<file path="src/sv/bud_pkg.sv">
// Shared types and constants of the buddy allocator.
// Payload structs, configuration indexes, status codes and inter-module structs.
// No dependencies.
`default_nettype none

package bud_pkg;

    localparam int LEN_W   = 26;
    localparam int BYTES_W = 27;
    localparam int NEED_W  = 27;
    localparam int POS_W   = 16;
    localparam int ORD_W   = 5;
    localparam int MB_CAP  = 16;

    localparam logic FUNC_ALLOC = 1'b0;
    localparam logic FUNC_FREE  = 1'b1;

    localparam logic [1:0] ST_OK      = 2'd0;
    localparam logic [1:0] ST_NOMEM   = 2'd1;
    localparam logic [1:0] ST_BADFREE = 2'd2;

    localparam logic [1:0] CFG_MB     = 2'd0;
    localparam logic [1:0] CFG_POOL   = 2'd1;
    localparam logic [1:0] CFG_HEADER = 2'd2;

    typedef struct packed {
        logic             func;
        logic [LEN_W-1:0] length;
        logic [LEN_W-1:0] offset;
    } bud_in_t;

    typedef struct packed {
        logic [1:0]         status;
        logic [LEN_W-1:0]   block_offset;
        logic [BYTES_W-1:0] block_bytes;
    } bud_out_t;

    // Effective geometry, already saturated.
    typedef struct packed {
        logic [4:0] mb;
        logic [4:0] pool;
        logic [6:0] header;
    } geo_t;

    typedef enum logic [1:0] {
        K_ALLOC,
        K_NOMEM,
        K_FREE,
        K_BADFREE
    } cmd_kind_t;

    typedef struct packed {
        cmd_kind_t        kind;
        logic [ORD_W-1:0] ord;
        logic [POS_W-1:0] pos;
        logic [LEN_W-1:0] offset;
    } cmd_t;

    typedef struct packed {
        logic clearing;
    } back_status_t;

endpackage

`default_nettype wire

</file>
<file path="src/sv/bud_queue.sv">
// Two-entry command queue between the front end and the back end.
// Depends on bud_pkg.
`default_nettype none

module bud_queue (
    input  wire  logic          clk,
    input  wire  logic          rst_n,
    input  wire  logic          push,
    input  wire  bud_pkg::cmd_t push_data,
    output logic                ready,
    input  wire  logic          pop,
    output logic                valid,
    output bud_pkg::cmd_t       head
);

    bud_pkg::cmd_t ent_reg [2];
    logic [1:0]    count_reg, count_next;
    logic          rd_reg, rd_next;
    logic          wr_reg, wr_next;

    assign ready = count_reg != 2'd2;
    assign valid = count_reg != 2'd0;
    assign head  = ent_reg[rd_reg];

    always_comb
    begin
        rd_next    = pop ? !rd_reg : rd_reg;
        wr_next    = push ? !wr_reg : wr_reg;
        count_next = count_reg + 2'(push) - 2'(pop);
    end

    always_ff @(posedge clk or negedge rst_n)
    begin
        if (!rst_n)
        begin
            count_reg <= 2'd0;
            rd_reg    <= 1'b0;
            wr_reg    <= 1'b0;
        end
        else
        begin
            count_reg <= count_next;
            rd_reg    <= rd_next;
            wr_reg    <= wr_next;
        end
    end

    always_ff @(posedge clk)
    begin
        if (push)
            ent_reg[wr_reg] <= push_data;
    end

endmodule

`default_nettype wire

</file>
<file path="config.mk">
export PLATFORM = sky130hd
export DESIGN_NAME = bud_queue
export DESIGN_NICKNAME = d
export VERILOG_FILES = /design/src/sv/bud_pkg.sv /design/src/sv/bud_queue.sv
export SDC_FILE = /design/constraint.sdc
export NUM_CORES = 1
export LEC_CHECK = 0
export ABC_CLOCK_PERIOD_IN_PS = 3000
export BUFFER_PORTS_ARGS = -buffer_cell sky130_fd_sc_hd__buf_2
export CORE_MARGIN = 1.5
export CORE_UTILIZATION = 47
export CTS_CLUSTER_DIAMETER = 30
export CTS_CLUSTER_SIZE = 24
export DETAILED_ROUTE_END_ITERATION = 10
export PLACE_DENSITY = 0.75
export SETUP_SLACK_MARGIN = 0.4
export SLEW_MARGIN = 10
export SYNTH_ARGS = -nofsm -noshare
export SYNTH_HDL_FRONTEND = slang
export SYNTH_SLANG_ARGS = --single-unit
</file>
<file path="constraint.sdc">
create_clock -name clk -period 3 [get_ports clk]
set_clock_uncertainty 0.2 [all_clocks]
set_input_delay 0.6 -clock clk [delete_from_list [all_inputs] [get_ports clk]]
set_output_delay 0.6 -clock clk [all_outputs]
set_load 0.01 [all_outputs]
</file>
==> impl_metrics.yaml <==
power_and_ir_drop:
  powerDensity_mw_per_mm2: 905
  pwr-share-comb_pct: 34.7
  clkPwrFrac_pct: 19.9
  switchingPower_uw: 1270
  leakagePower_uw: 0.00198
  sequentialPowerShare_pct: 45.4
  switching_share_pct: 29.1
  intPower_uw: 3100
  max-vdd-ir-drop_v: 0.000393
timing:
  layout_setup_ws_ns: 0.636
  fin_crit_ns: 2.36
  rsz0062_at_grt: "no"
  post-route-period-util_pct: 78.8
  final_hold_viol_count: 0
  final-setup-viol-count: 0
  slew-limit-headroom_pct: 74.9
  setup_tns_ns: 0
  maxSlewViolCount: 0
  clock.fmax_mhz: 423
  tightest_slew_ns: 0.376
final_layout:
  fin_util_pct: 58.7
  antenna_cells: 0
  fin_nets: 339
  largest_reg_flops: 98
  drive_above_1_share_pct: 61.9
  syn_to_final_growth_pct: 21.0
  final_area_sq_mm: 0.00483
detailed_routing:
  detail_route.vias_per_cell: 4.80
  drtIter0Drc: 69
  drc_errors: 0
  detail-route-antenna-nets: 0
  drtPass1Iterations: 4
  via_count: 1890
  wirelength_um: 6540
  wl_per_cell_um: 16.6
logic_synthesis:
  synthesis.nets: 223
  synth.avg_cell_area_sq_um: 23.7
  syn_area_sq_mm: 0.00399
  yosysWarnings: 0
  synthAdderAreaFrac_pct: 0.627
  synth-compound-area-share_pct: 0
  synthMuxAreaShare_pct: 18.4
  ys_top_cells_by_area: "edfxtp_1 74%, mux2_4 18%, buf_12 2.5%"
  ys_ff_latch: 102
  syn_inst: 168
  synth_top_family_by_area: "multiplexers"
  synth_top_area_share_pct: 73.8
  yosysSeqAreaShare_pct: 76.3
  synth_top_cell_by_area: "edfxtp_1"
  synth_cell_type_count: 13
  synthSimpleGateAreaFrac_pct: 0.627
  synth-xor-area-share_pct: 1.04
placed_design:
  portBuffers: 103
  hpwl_um: 4340
  placed_area_sq_mm: 0.00460
  globalplace.congestion: 0.624
  dp_slack_ns: 0.735
cts:
  cts_resized: 0
  cts_buffer_depth: 2
  cts_tree: "done"
  cts_sinks: 102
  path_clk_slew_ns: 0.10
  numCtsBuffers: 9
  htreeDepth: 3
  cts-root-buf: "clkbuf_8"
  clock_latency_ns: 0.35
floorplanning:
  chipWidth_um: 95.1
  io_pins: 104
  rows: 33
  initial_utilization_pct: 48.5
  die_y_um: 95.1
  die_area_sq_mm: 0.00905
  core_sq_mm: 0.00822
worst_setup_path:
  critPathMaxFanout: 33
  critPathRequiredTime_ns: 2.20
  critPathKind: "reg2out"
  arrival_ns: 1.56
  cp-end-kind: "primary output"
  worstSetupStartpointType: "register"
  rrSetupSlack_ns: 1.40
grt:
  grt_pass1_wl_um: 9780
  grt_pass1_vias: 1997
  grt_util_all_layers_pct: 15.0
  grt_max_degree: 34
  overflow: 0
  antenna_found_initial: 1
run:
  cap_violations: 0
hold_path:
  worstHoldPathType: "in2reg"
outcome:
  status: "finished, final reports clean"
==> cell usage after synthesis (all sizes together) <==
cell type,n
inv,2
dfrtp,4
mux2,49
nor2b,1
buf,6
xor2,2
edfxtp,98
ha,2
xor3,1
nand2b,1
and2,1
or2,1
==> final cells by class <==
cell class	instances	area (sq um)
repair buffers	111	603
clock buffers	9	124
clock inverters	7	78.8
inverters	2	7.51
flip-flops and latches	102	3050
fillers	652	3390
multi-input cells	58	836
well taps	105	131
==> per-stage QoR <==
step           hold slack (ns)  cells  power (uW)
2_1_floorplan            0.104    168        3160
5_1_grt                  0.205    394        4590
3_5_place_dp             0.215    375        3540
3_3_place_gp             0.216    375        3510
4_1_cts                  0.205    394        4430
6_report                 0.223    394        4370
==> routing by layer <==
metal	global-route usage, %	vias to the layer above	part of all wire (%)
met5	0	-	0
met1	19.0	910	44
met3	3.91	10	7.4
li1	-	886	-
met2	24.4	84	47
met4	6.34	0	1.6
==> timing repair <==
item / CTS / global route
setup endpoints to repair: 32 / 0
hold buffers: 1 / 0
setup buffers: 2 / 0
endpoints found under the hold margin: 4 / 0
==> worst max-delay path: stages, from the launching register on <==
cell and delay (ns):
dfrtp_4 0.45, buf_12 0.27, mux2_4 0.33, buf_2 0.14
==> power by group through the flow <==
stage,Sequential (uW),Combinational (uW),Clock (uW)
detailed placement,2080,1460,0
floorplan,1990,1170,0
global placement,2060,1440,0
CTS,1990,1550,892
global route,2010,1650,938
finish,1980,1510,870
==> layout by cell type, fill, tap and decap left out <==
cell type / synthesis / routed
xor3_1: 1 / 1
inv_8: 0 / 1
inv_6: 0 / 2
or2_2: 1 / 1
inv_1: 2 / 2
buf_12: 5 / 2
nor2b_4: 0 / 1
edfxtp_1: 98 / 98
mux2_4: 49 / 49
clkinvlp_4: 0 / 2
xor2_1: 2 / 2
dlygate4sd3_1: 0 / 1
ha_1: 2 / 2
and2_2: 0 / 1
buf_2: 0 / 103
clkbuf_8: 0 / 9
clkinv_2: 0 / 1
bufinv_16: 0 / 1
nand2b_1: 1 / 1
dfrtp_4: 0 / 1
buf_4: 0 / 5
dfrtp_1: 4 / 3
==> kinds of logic after synthesis <==
family / after synthesis
XOR/XNOR: 3
adder cells (fa/ha/maj): 2
buffers and inverters: 8
flip-flops: 102
multiplexers: 49
AND/OR/NAND/NOR: 4
==> final timing paths <==
path | from | cells after the start | endpoint
worst min register to register | wr_reg | 1 | wr_reg
worst min-delay path | push_data[39] | 1 | ent_reg[1][39]
worst max register to register | count_reg[0] | 5 | count_reg[1]
min in group asynchronous | rst_n | 2 | count_reg[1]
max in group asynchronous | rst_n | 2 | rd_reg
worst max-delay path | rd_reg | 3 | head[31]
No activity file was read; power rests on OpenSTA's default activity.
