**config.mk**
```make
export PLATFORM = sky130hd
export DESIGN_NAME = bud_front
export DESIGN_NICKNAME = d
export VERILOG_FILES = /design/src/sv/bud_pkg.sv /design/src/sv/bud_front.sv
export SDC_FILE = /design/constraint.sdc
export NUM_CORES = 1
export LEC_CHECK = 0
export BUFFER_PORTS_ARGS = -buffer_cell sky130_fd_sc_hd__buf_2
export CAP_MARGIN = 20
export CORE_UTILIZATION = 50
export DETAILED_ROUTE_END_ITERATION = 8
export PLACE_DENSITY = 0.72
export SLEW_MARGIN = 20
export SYNTH_ARGS = -nofsm -noshare
export SYNTH_HDL_FRONTEND = slang
export SYNTH_SLANG_ARGS = --single-unit
export TNS_END_PERCENT = 1
```
**constraint.sdc**
```tcl
create_clock -name vclk -period 26.1
set_input_delay 7.83 -clock vclk [all_inputs]
set_output_delay 7.83 -clock vclk [all_outputs]
set_load 0.02 [all_outputs]
```
**src/sv/bud_pkg.sv**
```systemverilog
// Shared types and constants of the buddy allocator.
// Payload structs, configuration indexes, status codes and inter-module structs.
// No dependencies.
`default_nettype none

package bud_pkg;

    localparam int LEN_W   = 26;
    localparam int BYTES_W = 27;
    localparam int NEED_W  = 27;
    localparam int POS_W   = 16;
    localparam int ORD_W   = 5;
    localparam int MB_CAP  = 16;

    localparam logic FUNC_ALLOC = 1'b0;
    localparam logic FUNC_FREE  = 1'b1;

    localparam logic [1:0] ST_OK      = 2'd0;
    localparam logic [1:0] ST_NOMEM   = 2'd1;
    localparam logic [1:0] ST_BADFREE = 2'd2;

    localparam logic [1:0] CFG_MB     = 2'd0;
    localparam logic [1:0] CFG_POOL   = 2'd1;
    localparam logic [1:0] CFG_HEADER = 2'd2;

    typedef struct packed {
        logic             func;
        logic [LEN_W-1:0] length;
        logic [LEN_W-1:0] offset;
    } bud_in_t;

    typedef struct packed {
        logic [1:0]         status;
        logic [LEN_W-1:0]   block_offset;
        logic [BYTES_W-1:0] block_bytes;
    } bud_out_t;

    // Effective geometry, already saturated.
    typedef struct packed {
        logic [4:0] mb;
        logic [4:0] pool;
        logic [6:0] header;
    } geo_t;

    typedef enum logic [1:0] {
        K_ALLOC,
        K_NOMEM,
        K_FREE,
        K_BADFREE
    } cmd_kind_t;

    typedef struct packed {
        cmd_kind_t        kind;
        logic [ORD_W-1:0] ord;
        logic [POS_W-1:0] pos;
        logic [LEN_W-1:0] offset;
    } cmd_t;

    typedef struct packed {
        logic clearing;
    } back_status_t;

endpackage

`default_nettype wire

```
**src/sv/bud_front.sv**
```systemverilog
// Front end of the buddy allocator: accepts transactions and classifies them.
// Depends on bud_pkg.
`default_nettype none

module bud_front (
    input  wire  bud_pkg::bud_in_t      in_data,
    input  wire  logic                  in_valid,
    output logic                        in_ready,
    input  wire  bud_pkg::geo_t         geo,
    input  wire  bud_pkg::back_status_t bstat,
    output logic                        q_push,
    input  wire  logic                  q_ready,
    output bud_pkg::cmd_t               q_data
);

    logic [bud_pkg::NEED_W-1:0] need;
    logic [bud_pkg::NEED_W-1:0] need_m1;
    logic [4:0]                 msb;
    logic [5:0]                 clog;
    logic [5:0]                 want;
    logic [bud_pkg::LEN_W-1:0]  leaf;
    logic                       misaligned;
    logic                       outside;

    assign in_ready = q_ready && !bstat.clearing;
    assign q_push   = in_valid && in_ready;

    always_comb
    begin
        // Smallest order whose block covers the request plus its header.
        need    = bud_pkg::NEED_W'(in_data.length) + bud_pkg::NEED_W'(geo.header);
        need_m1 = need - bud_pkg::NEED_W'(1);
        msb     = '0;
        for (int i = 0; i < bud_pkg::NEED_W; i++)
        begin
            if (need_m1[i])
                msb = 5'(i);
        end
        clog = (need > bud_pkg::NEED_W'(1)) ? 6'(msb) + 6'd1 : 6'd0;
        want = (clog > 6'(geo.mb)) ? clog - 6'(geo.mb) : 6'd0;

        leaf       = in_data.offset >> geo.mb;
        misaligned = (in_data.offset & ~({bud_pkg::LEN_W{1'b1}} << geo.mb)) != '0;
        outside    = (32'(leaf) >> geo.pool) != 32'd0;

        q_data        = '0;
        q_data.offset = in_data.offset;
        q_data.pos    = bud_pkg::POS_W'(leaf);
        q_data.ord    = bud_pkg::ORD_W'(want);
        if (in_data.func == bud_pkg::FUNC_ALLOC)
        begin
            q_data.kind = (want > 6'(geo.pool)) ? bud_pkg::K_NOMEM : bud_pkg::K_ALLOC;
        end
        else
        begin
            q_data.kind = (misaligned || outside) ? bud_pkg::K_BADFREE : bud_pkg::K_FREE;
        end
    end

endmodule

`default_nettype wire

```
==> results by group <==
Run status
  – Status: completed

STA
  – Final period utilization: 0.868
  – Fin. max-slew vios: 0
  – Highest clock rate: 0.0441 GHz
  – Setup violations, final: 0
  – Hold Fails Final Rpt: 0
  – Setup TNS: 0 ns
  – RSZ-0062 raised after global routing: no
  – Hold_ws: 15.92 ns
  – Actual slew at the worst max-slew pin: 0.945 ns
  – Post-route minimum period: 22.65 ns
  – Max_slew headroom: 0.370

Route
  – Avg WL per Cell: 16.5 um
  – DRT Pass-1 Iters: 5
  – Total wire length: 15.2 mm
  – Routed vias: 5938
  – DRC Markers: 0
  – Routed Antenna Nets: 0
  – Via/cell ratio: 6.43
  – Drt first-iter violations: 223

Setup path
  – Slowest library cell on the worst path: nor4_4
  – Req. time, crit path: 18.27 ns
  – Crit end category: primary output
  – Crit path max-delay family: compound AO/OA/AOI/OAI gates
  – CP max stage delay: 0.52 ns
  – Element type at the critical path start: input port
  – Critical path fanouts, max: 7
  – Kind of critical path: in2out
  – Critical Path AT: 14.82 ns
  – CP Buf/Inv Count: 2

Die
  – Core Region: 9820 um2
  – Num ports: 124
  – Initial core utilization: 0.517
  – Die Y: 103 um
  – DIE AREA: 10600 um2
  – Num rows: 36
  – Die W: 103 um

Layout
  – CLK BUF: 0
  – Nets@finish: 887
  – Antenna cell count: 0
  – Layout cells sized above 1: 0.238
  – FF+latch count: 0
  – Post-Layout Cell Count: 923
  – Area Growth Syn to Fin: 7.64%
  – Storage cell area: 0 um2
  – Core Util, Final: 0.556

Power and ir drop
  – Peak supply drop: 0.0141 mV
  – Power Dens Cells: 21.6 nW/um2
  – Flop pwr share: 0
  – Sw Pwr: 0.0736 mW
  – Clk pwr share: 0
  – Pleak: 2.17 nW
  – Internal power: 0.0445 mW
  – Tot Pwr: 0.118 mW
  – Sw frac: 0.623
  – Combinational power share: 1.000

Yosys
  – Syn. warnings: 0
  – Synth Instances: 735
  – Leading area contributor after synthesis: mux4_2
  – Synth unique cells: 95
  – Top-area cell type share of the netlist area: 0.0621
  – Syn Area/Cell: 6.90 um2
  – Top cells by count, synth: 65 x nor2_1, 62 x nand2_1, 52 x o21ai_0
  – Most frequent cell after synthesis: nor2_1
  – Cell Area, Synth: 5070 um2
  – Synth top area cells: mux4_2 6.2%, xnor2_1 5.9%, o21ai_0 5.1%, ha_1 4.9%, nor2_1 4.8%
  – Net Count, Synth: 830
  – Register area share after synthesis: 0

Job
  – Max-cap violations: 0

Global routing
  – Grt total ovfl: 0
  – Antenna violations before repair: 0
  – Total track usage: 0.285
  – Largest net degree at the start of global routing: 44
  – First-pass GRT wire length: 25.0 mm
  – Number of global-route vias before repair: 5348

Clock tree
  – Post_cts resized: 0
  – Setup Buffers After CTS: 0
  – Hold-fix buffers at CTS: 0

Hold path
  – Worst hold-check path type: in2out

Placement
  – Placer's final routability congestion estimate: 0.939
  – Placed Cells: 923
  – Post-DP HPWL: 12.4 mm
  – Buffers on Ports: 124
-- worst min-delay path, stage by stage --
cell	delay, ns
buf_2	0.07
nor2b_1	0.04
buf_2	0.15
-- placed cells by master, fill, tap and decap left out, types with 4 or more instances in the layout --
| cell type | instances |
|---|---|
| a2111oi_0 | 7 |
| o2111ai_1 | 4 |
| a21o_1 | 9 |
| nor3_1 | 27 |
| buf_2 | 124 |
| mux4_2 | 14 |
| ha_1 | 20 |
| a31oi_1 | 18 |
| nand3_1 | 24 |
| a211oi_1 | 25 |
| xor2_1 | 11 |
| inv_1 | 23 |
| and2_1 | 12 |
| nor4_1 | 12 |
| o21ai_0 | 52 |
| nand4_1 | 9 |
| xnor2_1 | 34 |
| or2_2 | 6 |
| o211a_1 | 5 |
| a21oi_1 | 47 |
| or4_1 | 8 |
| o21a_1 | 6 |
| nand2b_1 | 6 |
| o22ai_1 | 8 |
| o2111a_1 | 5 |
| nand2_1 | 62 |
| nor4b_1 | 4 |
| mux2i_1 | 23 |
| mux2_2 | 6 |
| a211o_1 | 7 |
| nor2b_1 | 8 |
| or3_1 | 4 |
| nor2_1 | 65 |
| and3_1 | 12 |
-- per-stage QoR --
step,setup WS (ns),instance area [um2]
after detailed placement,3.48,5460
final,3.45,5460
after global placement,3.75,5460
after CTS,3.45,5460
after floorplan,4.08,5070
after global routing,2.85,5460
-- final timing paths --
check                        from         end  slack (ns)  depth (start not counted)
worst min-delay path        bstat    in_ready       15.92                          3
worst max-delay path  in_data[26]  q_data[47]        3.45                         32
-- kinds of logic after synthesis --
group                    Yosys count  synth area share
buffers and inverters             95            0.0979
adder cells (fa/ha/maj)           23            0.0592
XOR/XNOR                          45            0.0777
AO/OA/AOI/OAI                    241             0.338
multiplexers                      44             0.124
AND/OR/NAND/NOR                  287             0.304
-- area by class of cell --
class	count	area [um2]
Timing Repair Buffer	124	621
Inverter	26	97.6
Tap cell	133	166
Fill cell	1047	4360
Multi-Input combinational cell	640	4580
-- power by group through the flow --
stage | combinational [mW] | clock (mW) | sequential [mW]
2_1_floorplan | 0.0894 | 0 | 0
3_3_place_gp | 0.114 | 0 | 0
3_5_place_dp | 0.117 | 0 | 0
4_1_cts | 0.117 | 0 | 0
5_1_grt | 0.131 | 0 | 0
6_report | 0.118 | 0 | 0
-- per-layer routing --
metal	up-vias	track usage	routed length, um	part of all wire
met1	2782	0.365	6560	0.43
met5	-	0	0	0
li1	2901	-	-	-
met2	215	0.516	7450	0.49
met4	0	0.0910	465	0.031
met3	40	0.00746	764	0.050
Note: power is estimated with default switching activity, not from simulation.
